<file path="src/sv/csr_pkg.sv">
`timescale 1ns / 1ps

package csr_pkg;

    // fixed field widths
    localparam int CX_W       = 14;
    localparam int FY_W       = CX_W + 1;
    localparam int RADIUS_W   = 5;
    localparam int SQ_W       = 2 * RADIUS_W;
    localparam int ROW_W      = 12;
    localparam int DIM_W      = 13;
    localparam int DIM_CAP    = 4096;
    localparam int CFG_IDX_W  = 1;
    localparam int CFG_DATA_W = DIM_W;

    // register indexes
    localparam logic [CFG_IDX_W-1:0] CFG_IMAGE_WIDTH  = 1'b0;
    localparam logic [CFG_IDX_W-1:0] CFG_IMAGE_HEIGHT = 1'b1;

    // reset values of the dimension registers
    localparam int DIM_RESET = 256;

    // parameter defaults
    localparam int MAX_RADIUS_DEF = 31;
    localparam int COORD_BITS_DEF = 12;

    // one row issued by the sequencer
    typedef struct packed {
        logic signed [RADIUS_W:0] y;
        logic [CX_W-1:0]          cx;
        logic [CX_W-1:0]          cy;
        logic [SQ_W-1:0]          r_sq;
        logic                     first;
        logic                     final_row;
    } row_cmd_t;

endpackage

</file>
<file path="src/sv/csr_circle_if.sv">
`timescale 1ns / 1ps

interface csr_circle_if;
    import csr_pkg::*;

    logic                   valid;
    logic                   ready;
    logic signed [CX_W-1:0] center_x;
    logic signed [CX_W-1:0] center_y;
    logic [RADIUS_W-1:0]    radius;

    modport source (output valid, output center_x, output center_y, output radius,
                    input ready);
    modport sink   (input valid, input center_x, input center_y, input radius,
                    output ready);
endinterface

</file>
<file path="src/sv/csr_span_if.sv">
`timescale 1ns / 1ps

interface csr_span_if;
    import csr_pkg::*;

    logic             valid;
    logic             ready;
    logic [ROW_W-1:0] row_y;
    logic [ROW_W-1:0] span_start;
    logic [ROW_W-1:0] span_end;
    logic             empty_res;
    logic             last;

    modport source (output valid, output row_y, output span_start, output span_end,
                    output empty_res, output last, input ready);
    modport sink   (input valid, input row_y, input span_start, input span_end,
                    input empty_res, input last, output ready);
endinterface

</file>
<file path="src/sv/csr_row_seq.sv">
`timescale 1ns / 1ps

module csr_row_seq #(
    parameter int MAX_RADIUS = csr_pkg::MAX_RADIUS_DEF
) (
    input  logic              clk,
    input  logic              rst_n,
    csr_circle_if.sink        circle,
    input  logic              issue_en,
    output logic              cmd_valid,
    output csr_pkg::row_cmd_t cmd
);
    import csr_pkg::*;

    logic                     busy_reg;
    logic signed [RADIUS_W:0] y_reg;
    logic [RADIUS_W-1:0]      r_reg;
    logic [CX_W-1:0]          cx_reg;
    logic [CX_W-1:0]          cy_reg;
    logic [SQ_W-1:0]          r_sq_reg;
    logic                     first_reg;

    logic                     at_end;
    logic                     issue;
    logic                     accept;
    logic [RADIUS_W-1:0]      r_sat;
    logic [RADIUS_W:0]        y_start;

    assign at_end       = (y_reg == $signed({1'b0, r_reg}));
    assign issue        = busy_reg && issue_en;
    assign circle.ready = !busy_reg || (issue && at_end);
    assign accept       = circle.valid && circle.ready;

    assign r_sat   = (circle.radius > RADIUS_W'(MAX_RADIUS)) ? RADIUS_W'(MAX_RADIUS)
                                                            : circle.radius;
    assign y_start = ~{1'b0, r_sat} + 1'b1;

    always_ff @(posedge clk or negedge rst_n)
    begin
        if (!rst_n)
        begin
            busy_reg <= 1'b0;
        end
        else if (accept)
        begin
            busy_reg <= 1'b1;
        end
        else if (issue && at_end)
        begin
            busy_reg <= 1'b0;
        end
    end

    always_ff @(posedge clk)
    begin
        if (accept)
        begin
            y_reg     <= $signed(y_start);
            r_reg     <= r_sat;
            cx_reg    <= circle.center_x;
            cy_reg    <= circle.center_y;
            r_sq_reg  <= SQ_W'(r_sat) * SQ_W'(r_sat);
            first_reg <= 1'b1;
        end
        else if (issue)
        begin
            y_reg     <= y_reg + 1'b1;
            first_reg <= 1'b0;
        end
    end

    assign cmd_valid     = busy_reg;
    assign cmd.y         = y_reg;
    assign cmd.cx        = cx_reg;
    assign cmd.cy        = cy_reg;
    assign cmd.r_sq      = r_sq_reg;
    assign cmd.first     = first_reg;
    assign cmd.final_row = at_end;
endmodule

</file>
<file path="src/sv/circle_scanline_rasterizer.sv">
`timescale 1ns / 1ps

// circle to scanline spans. a circle is taken on the circle channel and the row
// sequencer walks its row offsets from -r to +r, one row a cycle while stage 1
// can take it, where r is the radius saturated to MAX_RADIUS; the next circle is
// taken in the cycle the last row of the current one leaves the sequencer. each
// row then passes three register stages: row square and image row, half-width
// search against a table of squares, column clamp into the output register.
// rows above or below the image make no span; a circle with no row inside the
// image gives one item with empty_res set. the final item of every circle
// carries last. the user must write image_width and image_height on the cfg
// port only while no circle is in flight; the block does not enforce this.
// zero reads as one and values beyond the coordinate range saturate.
module circle_scanline_rasterizer #(
    parameter int MAX_RADIUS = csr_pkg::MAX_RADIUS_DEF,
    parameter int COORD_BITS = csr_pkg::COORD_BITS_DEF
) (
    input  logic                             clk,
    input  logic                             rst_n,
    csr_circle_if.sink                       circle,
    csr_span_if.source                       span,
    input  logic                             cfg_we,
    input  logic [csr_pkg::CFG_IDX_W-1:0]    cfg_index,
    input  logic [csr_pkg::CFG_DATA_W-1:0]   cfg_data
);
    import csr_pkg::*;

    // largest usable image dimension
    localparam int COORD_CAP = 1 << COORD_BITS;
    localparam int DIM_LIMIT = (COORD_CAP < DIM_CAP) ? COORD_CAP : DIM_CAP;

    // ---------------------------------------------------------------
    // configuration: held as the last column and the row count
    // ---------------------------------------------------------------
    logic [ROW_W-1:0] width_max_reg;
    logic [DIM_W-1:0] height_reg;
    logic [DIM_W-1:0] cfg_dim;

    always_comb
    begin
        cfg_dim = cfg_data;
        if (cfg_data == '0)
        begin
            cfg_dim = DIM_W'(1);
        end
        else if (cfg_data > DIM_W'(DIM_LIMIT))
        begin
            cfg_dim = DIM_W'(DIM_LIMIT);
        end
    end

    always_ff @(posedge clk or negedge rst_n)
    begin
        if (!rst_n)
        begin
            width_max_reg <= ROW_W'(DIM_RESET - 1);
            height_reg    <= DIM_W'(DIM_RESET);
        end
        else if (cfg_we)
        begin
            unique case (cfg_index)
                CFG_IMAGE_WIDTH:  width_max_reg <= ROW_W'(cfg_dim - 1'b1);
                CFG_IMAGE_HEIGHT: height_reg    <= cfg_dim;
                default:          ;
            endcase
        end
    end

    // ---------------------------------------------------------------
    // stage enables: a stage loads when empty or when its item moves on
    // ---------------------------------------------------------------
    logic v1_reg;
    logic v2_reg;
    logic out_valid_reg;
    logic en1;
    logic en2;
    logic en3;

    assign en3 = !out_valid_reg || span.ready;
    assign en2 = !v2_reg || en3;
    assign en1 = !v1_reg || en2;

    // ---------------------------------------------------------------
    // row sequencer
    // ---------------------------------------------------------------
    logic     cmd_valid;
    row_cmd_t cmd;

    csr_row_seq #(
        .MAX_RADIUS (MAX_RADIUS)
    ) u_row_seq (
        .clk       (clk),
        .rst_n     (rst_n),
        .circle    (circle),
        .issue_en  (en1),
        .cmd_valid (cmd_valid),
        .cmd       (cmd)
    );

    // ---------------------------------------------------------------
    // stage 1: r*r - y*y and the image row
    // ---------------------------------------------------------------
    logic [SQ_W-1:0]     rem1_reg;
    logic [FY_W-1:0]     fy1_reg;
    logic [CX_W-1:0]     cx1_reg;
    logic                first1_reg;
    logic                final1_reg;

    logic [RADIUS_W:0]   y_neg;
    logic [RADIUS_W-1:0] y_mag;
    logic [SQ_W-1:0]     y_sq;
    logic [SQ_W-1:0]     rem1_next;
    logic [FY_W-1:0]     fy1_next;

    always_comb
    begin
        y_neg     = ~cmd.y + 1'b1;
        y_mag     = cmd.y[RADIUS_W] ? y_neg[RADIUS_W-1:0] : cmd.y[RADIUS_W-1:0];
        y_sq      = SQ_W'(y_mag) * SQ_W'(y_mag);
        // |y| <= r, so this never goes negative
        rem1_next = cmd.r_sq - y_sq;
        fy1_next  = {cmd.cy[CX_W-1], cmd.cy}
                  + {{(FY_W - RADIUS_W - 1){cmd.y[RADIUS_W]}}, cmd.y};
    end

    always_ff @(posedge clk or negedge rst_n)
    begin
        if (!rst_n)
        begin
            v1_reg <= 1'b0;
        end
        else if (en1)
        begin
            v1_reg <= cmd_valid;
        end
    end

    always_ff @(posedge clk)
    begin
        if (en1)
        begin
            rem1_reg   <= rem1_next;
            fy1_reg    <= fy1_next;
            cx1_reg    <= cmd.cx;
            first1_reg <= cmd.first;
            final1_reg <= cmd.final_row;
        end
    end

    // ---------------------------------------------------------------
    // stage 2: half width and row keep / last decision
    // ---------------------------------------------------------------
    logic [RADIUS_W-1:0] hw2_reg;
    logic [ROW_W-1:0]    row2_reg;
    logic [CX_W-1:0]     cx2_reg;
    logic                keep2_reg;
    logic                empty2_reg;
    logic                last2_reg;
    logic                any_reg;

    logic [RADIUS_W-1:0] hw2_next;
    logic                in_img;
    logic                at_bottom;
    logic                seen;
    logic                keep2_next;
    logic                last2_next;
    logic [FY_W-1:0]     height_m1;

    // the fits form a thermometer, so the half width is the largest k that fits
    always_comb
    begin
        hw2_next = '0;
        for (int k = 1; k <= MAX_RADIUS; k++)
        begin
            if (SQ_W'(k * k) <= rem1_reg)
            begin
                hw2_next = RADIUS_W'(k);
            end
        end
    end

    always_comb
    begin
        height_m1  = FY_W'(height_reg) - 1'b1;
        in_img     = !fy1_reg[FY_W-1] && (fy1_reg[CX_W-1:0] < CX_W'(height_reg));
        at_bottom  = (fy1_reg == height_m1);
        seen       = first1_reg ? 1'b0 : any_reg;
        // surviving rows are contiguous, so the last one is either the bottom
        // image row or the final row of the circle
        keep2_next = in_img || (final1_reg && !seen);
        last2_next = in_img ? (final1_reg || at_bottom) : 1'b1;
    end

    always_ff @(posedge clk or negedge rst_n)
    begin
        if (!rst_n)
        begin
            v2_reg  <= 1'b0;
            any_reg <= 1'b0;
        end
        else if (en2)
        begin
            v2_reg <= v1_reg;
            if (v1_reg)
            begin
                any_reg <= seen || in_img;
            end
        end
    end

    always_ff @(posedge clk)
    begin
        if (en2)
        begin
            hw2_reg    <= hw2_next;
            row2_reg   <= fy1_reg[ROW_W-1:0];
            cx2_reg    <= cx1_reg;
            keep2_reg  <= keep2_next;
            empty2_reg <= !in_img;
            last2_reg  <= last2_next;
        end
    end

    // ---------------------------------------------------------------
    // stage 3: clamp both ends into the output register
    // ---------------------------------------------------------------
    logic [ROW_W-1:0] row_y_reg;
    logic [ROW_W-1:0] span_start_reg;
    logic [ROW_W-1:0] span_end_reg;
    logic             empty_reg;
    logic             last_reg;

    logic [FY_W-1:0]  left_col;
    logic [FY_W-1:0]  right_col;
    logic [ROW_W-1:0] span_start_next;
    logic [ROW_W-1:0] span_end_next;
    logic [ROW_W-1:0] row_y_next;

    function automatic logic [ROW_W-1:0] clamp_col(input logic [FY_W-1:0] v,
                                                   input logic [ROW_W-1:0] wmax);
        logic [ROW_W-1:0] res;
        if (v[FY_W-1])
        begin
            res = '0;
        end
        else if (v[CX_W-1:0] > CX_W'(wmax))
        begin
            res = wmax;
        end
        else
        begin
            res = v[ROW_W-1:0];
        end
        return res;
    endfunction

    always_comb
    begin
        left_col  = {cx2_reg[CX_W-1], cx2_reg} - FY_W'(hw2_reg);
        right_col = {cx2_reg[CX_W-1], cx2_reg} + FY_W'(hw2_reg);
        if (empty2_reg)
        begin
            // empty circle: every span field reads zero
            span_start_next = '0;
            span_end_next   = '0;
            row_y_next      = '0;
        end
        else
        begin
            span_start_next = clamp_col(left_col, width_max_reg);
            span_end_next   = clamp_col(right_col, width_max_reg);
            row_y_next      = row2_reg;
        end
    end

    always_ff @(posedge clk or negedge rst_n)
    begin
        if (!rst_n)
        begin
            out_valid_reg <= 1'b0;
        end
        else if (en3)
        begin
            // dropped rows leave a bubble here
            out_valid_reg <= v2_reg && keep2_reg;
        end
    end

    always_ff @(posedge clk)
    begin
        if (en3)
        begin
            row_y_reg      <= row_y_next;
            span_start_reg <= span_start_next;
            span_end_reg   <= span_end_next;
            empty_reg      <= empty2_reg;
            last_reg       <= last2_reg;
        end
    end

    assign span.valid      = out_valid_reg;
    assign span.row_y      = row_y_reg;
    assign span.span_start = span_start_reg;
    assign span.span_end   = span_end_reg;
    assign span.empty_res  = empty_reg;
    assign span.last       = last_reg;
endmodule
</file>
<file path="src/flat_wrapper.sv">
// flat-port wrapper written by rule: the top's interface ports become plain ports
module circle_scanline_rasterizer_flat import csr_pkg::*;
#(
    parameter int MAX_RADIUS = csr_pkg::MAX_RADIUS_DEF,
    parameter int COORD_BITS = csr_pkg::COORD_BITS_DEF
)
  (clk, rst_n, cfg_we, cfg_index, cfg_data, circle_valid, circle_center_x, circle_center_y, circle_radius, circle_ready, span_valid, span_row_y, span_span_start, span_span_end, span_empty_res, span_last, span_ready);
  csr_circle_if circle_i ();
  csr_span_if span_i ();
  input  logic clk;
  input  logic rst_n;
  input  logic cfg_we;
  input  logic [csr_pkg::CFG_IDX_W-1:0] cfg_index;
  input  logic [csr_pkg::CFG_DATA_W-1:0] cfg_data;
  input wire logic [$bits(circle_i.valid)-1:0] circle_valid;
  input wire logic [$bits(circle_i.center_x)-1:0] circle_center_x;
  input wire logic [$bits(circle_i.center_y)-1:0] circle_center_y;
  input wire logic [$bits(circle_i.radius)-1:0] circle_radius;
  output wire logic [$bits(circle_i.ready)-1:0] circle_ready;
  output wire logic [$bits(span_i.valid)-1:0] span_valid;
  output wire logic [$bits(span_i.row_y)-1:0] span_row_y;
  output wire logic [$bits(span_i.span_start)-1:0] span_span_start;
  output wire logic [$bits(span_i.span_end)-1:0] span_span_end;
  output wire logic [$bits(span_i.empty_res)-1:0] span_empty_res;
  output wire logic [$bits(span_i.last)-1:0] span_last;
  input wire logic [$bits(span_i.ready)-1:0] span_ready;
  assign circle_i.valid = circle_valid;
  assign circle_i.center_x = circle_center_x;
  assign circle_i.center_y = circle_center_y;
  assign circle_i.radius = circle_radius;
  assign circle_ready = circle_i.ready;
  assign span_valid = span_i.valid;
  assign span_row_y = span_i.row_y;
  assign span_span_start = span_i.span_start;
  assign span_span_end = span_i.span_end;
  assign span_empty_res = span_i.empty_res;
  assign span_last = span_i.last;
  assign span_i.ready = span_ready;
  circle_scanline_rasterizer #(.MAX_RADIUS(MAX_RADIUS), .COORD_BITS(COORD_BITS)) u_core (.clk(clk), .rst_n(rst_n), .circle(circle_i), .span(span_i), .cfg_we(cfg_we), .cfg_index(cfg_index), .cfg_data(cfg_data));
endmodule
</file>
<file path="config.mk">
export PLATFORM = sky130hd
export DESIGN_NAME = circle_scanline_rasterizer_flat
export DESIGN_NICKNAME = d
export VERILOG_FILES = /design/src/sv/csr_pkg.sv /design/src/sv/csr_circle_if.sv /design/src/sv/csr_span_if.sv /design/src/sv/csr_row_seq.sv /design/src/sv/circle_scanline_rasterizer.sv /design/src/flat_wrapper.sv
export SDC_FILE = /design/constraint.sdc
export NUM_CORES = 1
export LEC_CHECK = 0
export BUFFER_PORTS_ARGS = -buffer_cell sky130_fd_sc_hd__buf_2
export CAP_MARGIN = 10
export CORE_ASPECT_RATIO = 1.25
export CORE_MARGIN = 5
export CORE_UTILIZATION = 55
export DETAILED_ROUTE_END_ITERATION = 8
export GPL_TIMING_DRIVEN = 0
export PLACE_DENSITY_LB_ADDON = 0.1
export SYNTH_ARGS = -nofsm -noshare
export SYNTH_HDL_FRONTEND = slang
export SYNTH_SLANG_ARGS = --single-unit
</file>
<file path="constraint.sdc">
create_clock -name clk -period 7.7 [get_ports clk]
set_clock_uncertainty 0.2 [all_clocks]
set_input_delay 1.54 -clock clk [delete_from_list [all_inputs] [get_ports clk]]
set_output_delay 1.54 -clock clk [all_outputs]
set_load 0.01 [all_outputs]
</file>
==> results, run 1 <==
- The flow ran to the end, and the final reports show no timing, DRC or antenna violations.
- Across every metal layer, demand over resource in global routing totals 0.202.
- The top achievable clock speed is roughly 0.19 GHz.
- The final worst-path cycle share is 0.683.
- The number of resized instances in the post-cts repair step is 0.
- No sink is reached through more buffers than the 2 on the longest clock path.
- The filler-free cell count of the finished design is approximately 1500.
- The number of endpoints with negative hold slack in the final report is 0.
- Once detail routing completed, the nets flagged for antenna violations numbered 0.
- The number of max-slew violations in the final report was 0.
- The share of synthesized registers carrying an async set or reset is 0.157.
- The critical setup path kind is reg -> reg.
- For the pin with the worst max-slew slack, the measured transition is roughly 1100 ps.
- The floorplan has ~60 rows.
- In this run the post-CTS setup repair buffer count came out at 0.
- Setup repair after global routing left no endpoint under its margin.
- The depth of the most critical reg-to-reg path is 16.
- The number of global-route vias before repair is between 8000 and 9000.
- From synthesis to final layout, the design area changed by 12.6%.
- Of the total power, combinational logic draws 0.588.
- The placer congestion estimate is around 0.94.
- The path with the worst hold slack has its endpoint at u_core.cx2_reg[0].
- The endpoint of the worst-slack reg-to-reg timing path is u_core.rem1_reg[9].
- The core region is ~21000 um^2.
- For this block, the routed nets add up to 24200 um of wire.
- In the routed design, unresolved DRC markers number 0.
- The initial antenna violation count came to 0.
- The number of buffers inserted by hold repair at cts is 0.
- In the synthesized netlist, the number of instances is 1099.
- The CTS root buffer is sky130_fd_sc_hd__clkbuf_16.
- For this configuration, the core starts out at a cell density of 0.559.
- Setup slack on the worst reg-to-reg path comes out at about 2400 ps.
- sky130_fd_sc_hd__edfxtp_1 takes more of the synthesized area than any other cell.
- In this run the static leakage power is 0.00540 uW.
- For this run, the slowest stage of the critical path takes between 500 and 600 ps.
- The repair_antennas step left the layout with diodes totalling 0.
- Entering global routing, the biggest net connects 42 pins.
- The count of buffers inserted at the top-level ports is just under 90.
- The power density relative to cell area is between 500 and 600 nW/um^2.
- Measured against its own limit, the worst slew margin works out to 0.289.
- The number of different library cells used by synthesis comes to 76.
- The total standard cell area after synthesis is 11700 um^2.
- The die covers approximately 24000 um^2.
- Final hold analysis gives a worst-case slack of between 200 and 250 ps.
- Max-cap violations in this run came to 0.
- The first global-routing pass estimated 39800 um of wire.
- The total design power is slightly below 7000 uW.
- In this run the mean area of a mapped cell was around 11 um^2.
- In the final timing run, aggregate negative setup slack is 0 ps.
- The total number of H-tree levels is 4.
- The net count of the finished layout is ~1400.
- The worst min-delay path startpoint is u_core.cx1_reg[0].
- The highest net fanout along the worst path is 10.
- sky130_fd_sc_hd__edfxtp_1 is the most common cell in the netlist.
- The clock transition at the registers of the reported paths is around 70 ps.
- The placed instance count is 1465.
- The largest vdd supply drop is between 400 and 500 uV.
- The register with the most flip-flops in the layout has 15 of them.
- The internal power is just under 4000 uW.
- At the placement stage, the worst setup path has a slack of between 2000 and 2500 ps.
- The worst register-to-register path begins at u_core.u_row_seq.y_reg[0].
- In the final routed layout, each cell accounts on average for between 15 and 20 um.
- The share of power burned in the clock network is 0.131.
- The analysis attributes to net switching a power of around 2900 uW.
- The path class of the tightest hold or removal check is reg -> reg.
- The fraction of synthesized cell area taken by the top area cell type is 0.412.
- The kind of end point of the critical path is a flop.
- After synthesis the netlist holds a flip-flop and latch count of between 150 and 200.
- Setup violations remaining at the end of the flow were counted as 0.
- The number of warning messages in the yosys log is 0.
- In the synthesized netlist, the cells that appear most often are 160 x sky130_fd_sc_hd__edfxtp_1, 103 x sky130_fd_sc_hd__nand2_1, 95 x sky130_fd_sc_hd__ha_1.
- The cell count of the worst hold path is 0.
- The die is roughly 140 um wide.
- The total global routing overflow is 0.
- The most common flop cell mapped by yosys is sky130_fd_sc_hd__edfxtp_1.
- In the post-synthesis netlist, the biggest area contributors are sky130_fd_sc_hd__edfxtp_1 41%, sky130_fd_sc_hd__ha_1 10%, sky130_fd_sc_hd__dfrtp_1 4.5%.
- The signal on the critical path passes through clkbuf_1 > inv_1 > ha_1 > nand2_1 > o21ai_0 > xor2_1 > nand2b_1 > fa_1 > fa_1 > fa_1 > ha_1 > or3_1 > a21oi_1 > o21ai_0 > a21oi_1 > xnor2_1.
- The fraction of layout instances using a drive strength above 1 is 0.134.
- The half-perimeter wire length after placement is approximately 19000 um.
- The share of the Yosys chip area taken by registers is 0.479.
- TritonCTS built the clock tree.
- The routed via count is roughly 8300.
- The share of total power dissipated in sequential elements is 0.282.
- The number of buffers added by the clock tree synthesis step is 17.
- Counting every net in the synthesized netlist gives roughly 1300.
- The clock reaches the later pin of the worst-skew pair after ~430 ps.
- The slowest cell on the critical path is sky130_fd_sc_hd__fa_1.
- Counting flops with a built-in enable in the synthesized netlist gives 160.
- Across all setup checks in the final design, the least slack found is approximately 2400 ps.
- STA puts the critical path data required time at roughly 7700 ps.
- STA puts the critical path data arrival time at around 5300 ps.
- The chip height is roughly 170 um.
- The tree built by TritonCTS fans out to around 190 sinks.
- The dominant cell type by count on the critical path is sky130_fd_sc_hd__fa_1.
- The top-level I/O count is 92.
- The net switching fraction of the power is 0.423.
- The startpoint type of the worst setup path is a flop.
- The number of DRC markers in iteration 0 is about 440.
- The first-pass iteration count of the detailed router is 5.
- The shortest period the worst path allows is roughly 5300 ps.
- The detailed-route vias per instance is 5.52.
power groups by stage:
stage               sequential [uW]  combinational, uW  clock, uW
floorplan                      1910               3050          0
CTS                            1900               4010        903
global route                   1940               4470        949
finish                         1900               3970        882
global placement               1930               3800          0
detailed placement             1930               3980          0
worst max-delay path: cells and delay by family (launching register included):
| family | cells | cell delay, ps |
|---|---|---|
| AO/OA/AOI/OAI | 4 | 580 |
| buffers and inverters | 2 | 530 |
| flip-flops | 1 | 480 |
| AND/OR/NAND/NOR | 3 | 730 |
| XOR/XNOR | 2 | 470 |
| adder cells (fa/ha/maj) | 5 | 2020 |
logic make-up after synthesis:
family / synth area share
multiplexers: 0.0309
XOR/XNOR: 0.0600
AND/OR/NAND/NOR: 0.146
adder cells (fa/ha/maj): 0.128
buffers and inverters: 0.0449
flip-flops: 0.479
AO/OA/AOI/OAI: 0.112
how the worst max path moves through the flow:
stage,start,cells after the start,slack [ps],endpoint
detailed placement,u_core.u_row_seq.y_reg[0],16,2410,u_core.rem1_reg[9]
global route,u_core.u_row_seq.y_reg[0],16,2110,u_core.rem1_reg[9]
floorplan,span_ready,4,2750,circle_ready
global placement,span_ready,8,1620,u_core.u_row_seq.cy_reg[12]
finish,u_core.u_row_seq.y_reg[0],16,2440,u_core.rem1_reg[9]
CTS,u_core.u_row_seq.y_reg[0],16,2390,u_core.rem1_reg[9]
cell usage in the layout, fill, tap and decap left out, types with 5 or more instances in the layout:
cell and instances:
sky130_fd_sc_hd__a211oi_1 6, sky130_fd_sc_hd__nand4_1 8, sky130_fd_sc_hd__edfxtp_1 160, sky130_fd_sc_hd__or3_1 9
sky130_fd_sc_hd__o31ai_1 5, sky130_fd_sc_hd__o21bai_1 6, sky130_fd_sc_hd__o21ai_1 6, sky130_fd_sc_hd__and2_1 8
sky130_fd_sc_hd__and3_1 6, sky130_fd_sc_hd__a21o_1 10, sky130_fd_sc_hd__dfrtp_1 21, sky130_fd_sc_hd__o21a_1 5
sky130_fd_sc_hd__mux2_2 8, sky130_fd_sc_hd__buf_2 91, sky130_fd_sc_hd__nand2_1 103, sky130_fd_sc_hd__nand2b_1 12
sky130_fd_sc_hd__or2_2 5, sky130_fd_sc_hd__nand3b_1 6, sky130_fd_sc_hd__inv_1 80, sky130_fd_sc_hd__clkbuf_1 42
sky130_fd_sc_hd__a31oi_1 10, sky130_fd_sc_hd__mux2i_1 27, sky130_fd_sc_hd__ha_1 95, sky130_fd_sc_hd__nor2_1 76
sky130_fd_sc_hd__nor2b_1 34, sky130_fd_sc_hd__o21ai_0 57, sky130_fd_sc_hd__fa_1 15, sky130_fd_sc_hd__a21boi_0 5
sky130_fd_sc_hd__nor4_1 9, sky130_fd_sc_hd__nand3_1 19, sky130_fd_sc_hd__nor3_1 29, sky130_fd_sc_hd__xnor2_1 47
sky130_fd_sc_hd__clkbuf_16 18, sky130_fd_sc_hd__a21oi_1 52, sky130_fd_sc_hd__o22ai_1 8, sky130_fd_sc_hd__dfstp_2 9
sky130_fd_sc_hd__xor2_1 33
per-layer routing:
metal / part of all wire / up-vias / routed length (um) / GRT usage
li1: - / 4152 / - / -
met1: 0.39 / 3873 / 9410 / 0.234
met2: 0.53 / 188 / 12800 / 0.369
met3: 0.040 / 49 / 957 / 0.0276
met4: 0.040 / 0 / 977 / 0.0929
met5: 0 / - / 0 / 0
per-stage QoR:
stage          area, um^2  utilization
2_1_floorplan       11700            -
6_report            13100        0.629
4_1_cts             13100        0.629
3_5_place_dp        12500        0.600
3_3_place_gp        12500        0.596
5_1_grt             13100        0.629
layout make-up:
| type | count | area (um^2) |
|---|---|---|
| clock buffer | 21 | 492 |
| multi-input combinational | 775 | 5560 |
| tap | 274 | 343 |
| fill | 1735 | 7750 |
| timing repair buffer | 92 | 520 |
| clock inverter | 11 | 109 |
| sequential | 191 | 5590 |
| buffer | 49 | 209 |
| inverter | 84 | 315 |
Power figures use the tool's default switching activity.
==> run 2, diff against run 1 <==
==> constraint.sdc (replaced) <==
create_clock -name clk -period 5 [get_ports clk]
set_clock_uncertainty 0.2 [all_clocks]
set_input_delay 1 -clock clk [delete_from_list [all_inputs] [get_ports clk]]
set_output_delay 1 -clock clk [all_outputs]
set_load 0.01 [all_outputs]
==> run 2 against run 1 <==
Against the previous run:
- via count fell by 0.11%
- die area did not move
- cell area up 0.26%
- critical path depth down 2
- first-iteration DRC count fell by 5.6%
- maximum frequency rose by 10%
- critical path type unchanged
- total power grew 55%
==> results, run 2 (synthesized netlist as in run 1, its figures left out) <==
- The flow ran to the end, and the final reports show no timing, DRC or antenna violations.
- The critical path required time is 4980 ps (-2700 ps).
- The clock transition at the registers of the reported paths is 70 ps (about the same).
- The post-place instance area came to 12500 um^2 (unchanged).
- The net count of the finished layout is 1375 (+0.22%).
- The number of flip-flops under the largest register name is 15 (unchanged).
- The CTS sink count is 191 (unchanged).
- The final worst-path cycle share is 0.953 (+0.270).
- The total global routing overflow is 0 (unchanged).
- The initial cell density of the core is 0.559 (unchanged).
- The number of DRC markers in iteration 0 is 418 (-5.6%).
- The top-level I/O count is 92 (unchanged).
- The post-layout instance area is 13200 um^2 (+0.26%).
- The fraction of layout instances using a drive strength above 1 was 0.139 (+0.00538).
- The count of antenna-violating nets left after detailed routing is 0 (unchanged).
- The chip height is 173 um (unchanged).
- The worst hold path belongs to the class reg -> reg.
- The first-pass GRT wire length is 39800 um (about the same).
- The total number of H-tree levels is 4 (unchanged).
- The worst slack at placement is -291 ps (-2700 ps).
- The CTS tree is built.
- The placer congestion estimate came to 0.941 (unchanged).
- The post-route DRC violation count came to 0 (unchanged).
- The die footprint is 24200 um^2 (unchanged).
- The least setup slack across all paths after layout is 233 ps (-2200 ps).
- The kind of end point of the critical path is a flop.
- The detail-routed net length per standard cell came to 16.1 um (-0.25%).
- The CTS root buffer is sky130_fd_sc_hd__clkbuf_16.
- The arrival time at the worst endpoint is 4750 ps (-500 ps).
- The slew at the pin closest to its max-slew limit is 1070 ps (+13.2 ps).
- Setup repair after global routing left no endpoint under its margin.
- The critical path goes through clkbuf_2 > nor2b_1 > a21oi_1 > nor2_1 > a31oi_1 > fa_1 > fa_1 > fa_1 > ha_1 > or3_1 > a21oi_1 > o21ai_0 > a21oi_1 > xnor2_1.
- The wire length on met2 is 12800 um (-0.39%).
- In this run the top signal layer used is met4.
- The first-pass iteration count of the detailed router was 5 (unchanged).
- The power density relative to cell area is 792 nW/um^2 (+54%).
- The number of buffers added by the clock tree synthesis step is 17 (unchanged).
- The final-layout worst hold slack is 218 ps (-0.558 ps).
- The highest net fanout along the worst path is 10 (unchanged).
- The startpoint type of the worst setup path is a flop.
- The routed via count is 8253 (-0.11%).
- The area growth from synthesis to layout is 12.9%.
- The kind of cell with the highest combined delay along the critical path is adder cells.
- The setup-violating endpoint count in the final report is 0 (unchanged).
- The number of global-route vias before repair is 8301 (+0.19%).
- The final design utilization is 0.631 (+0.00162).
- The number of buffers on the longest clock path is 2 (unchanged).
- The placed instance count was 1465 (unchanged).
- The half-perimeter wire length after placement is 19000 um (unchanged).
- The layout filler cell count is 1736 (+0.058%).
- The buffers plus inverters on the worst setup path is 1 (-1).
- The cell leakage power is 0.00542 uW (+0.46%).
- The length of routed met3 wiring is 918 um (-4.1%).
- The number of max-slew violations in the final report is 0 (unchanged).
- The top achievable clock speed is 0.210 GHz (+10%).
- The total wire length was 24100 um (about the same).
- The largest vdd supply drop is 671 uV (+54%).
- The multi-input combinational cell area was 5570 um^2 (about the same).
- The count of buffers inserted at the top-level ports came to 89 (unchanged).
- The maximum cell stage delay along the critical path is 560 ps (+40 ps).
- The routed length on met1 is 9490 um (+0.85%).
- The detailed-route vias per instance came to 5.50 (-0.31%).
- The number of endpoints with negative hold slack in the final report came to 0 (unchanged).
- Leaving out fill and tap cells, the most frequent cells in the layout are 160 x sky130_fd_sc_hd__edfxtp_1, 103 x sky130_fd_sc_hd__nand2_1, 95 x sky130_fd_sc_hd__ha_1.
- The slowest cell on the critical path is sky130_fd_sc_hd__edfxtp_1.
- The initial antenna violation count was 0 (unchanged).
- The clock latency on the worst-skew pair is 420 ps (about the same).
- The max-cap check violation count is 0 (unchanged).
- The number of antenna repair diodes is 0 (unchanged).
- The pin count of the biggest net entering global routing is 42 (unchanged).
- The width of the die came to 140 um (unchanged).
- The normalized max-slew margin is 0.280 (-0.00887).
- The number of buffers inserted by hold repair at cts is 0 (unchanged).
- The number of placement rows is 59 (unchanged).
- The critical setup path kind is reg -> reg.
- The filler-free cell count of the finished design is 1500 (+0.20%).
- The combined flip-flop and latch cell area is 5590 um^2 (unchanged).
- The total routing resource utilization after global routing came to 0.203 (about the same).
- The library cell used most frequently in the layout, excluding fill and tap cells, is sky130_fd_sc_hd__edfxtp_1.
- The area inside the core boundary is 20900 um^2 (unchanged).
- The shortest period the worst path allows came to 4770 ps (-495 ps).
[run 2: routing by layer]
metal / up-vias / global-route usage
met1: 3877 / 0.233
li1: 4159 / -
met5: - / 0
met4: 0 / 0.0929
met2: 169 / 0.369
met3: 48 / 0.0276
[run 2: path summary, 6_finish.rpt]
path,from,cells past startpoint,end,slack (ps)
max,u_core.u_row_seq.y_reg[5],14,u_core.rem1_reg[9],230
min reg2reg,u_core.cx1_reg[0],0,u_core.cx2_reg[0],220
min in group asynchronous,rst_n,1,u_core.height_reg[11],410
max reg2reg,u_core.u_row_seq.y_reg[5],14,u_core.rem1_reg[9],230
max in group asynchronous,rst_n,1,u_core.span.valid,3720
min,u_core.cx1_reg[0],0,u_core.cx2_reg[0],220
[run 2: power breakdown]
part / internal (uW) / switching (uW) / total, uW
clock network: 730 / 628 / 1360
logic: 2690 / 3460 / 6150
registers: 2610 / 314 / 2930
total: 6040 / 4400 / 10400
[run 2: stage by stage]
step / power [uW] / TNS (ps)
2_1_floorplan: 7630 / 0
3_3_place_gp: 8830 / -22800
3_5_place_dp: 9090 / -648
4_1_cts: 10500 / 0
5_1_grt: 11400 / 0
6_report: 10400 / 0
[run 2: area by class of cell]
cell class | count | share of cell area
flip-flops and latches | 191 | 0.424
multi-input cells | 775 | 0.423
repair buffers | 96 | 0.0418
clock buffers | 21 | 0.0373
well taps | 274 | 0.0260
inverters | 84 | 0.0239
plain buffers | 48 | 0.0160
clock inverters | 11 | 0.00826
[run 2: timing repair]
item | 4_1_cts | 5_1_grt
buffers inserted | 1 | 3
resized for setup | 1 | 6
endpoints found under the hold margin | 0 | 0
endpoints found under the setup margin | 4 | 4
pin swaps | 0 | 0
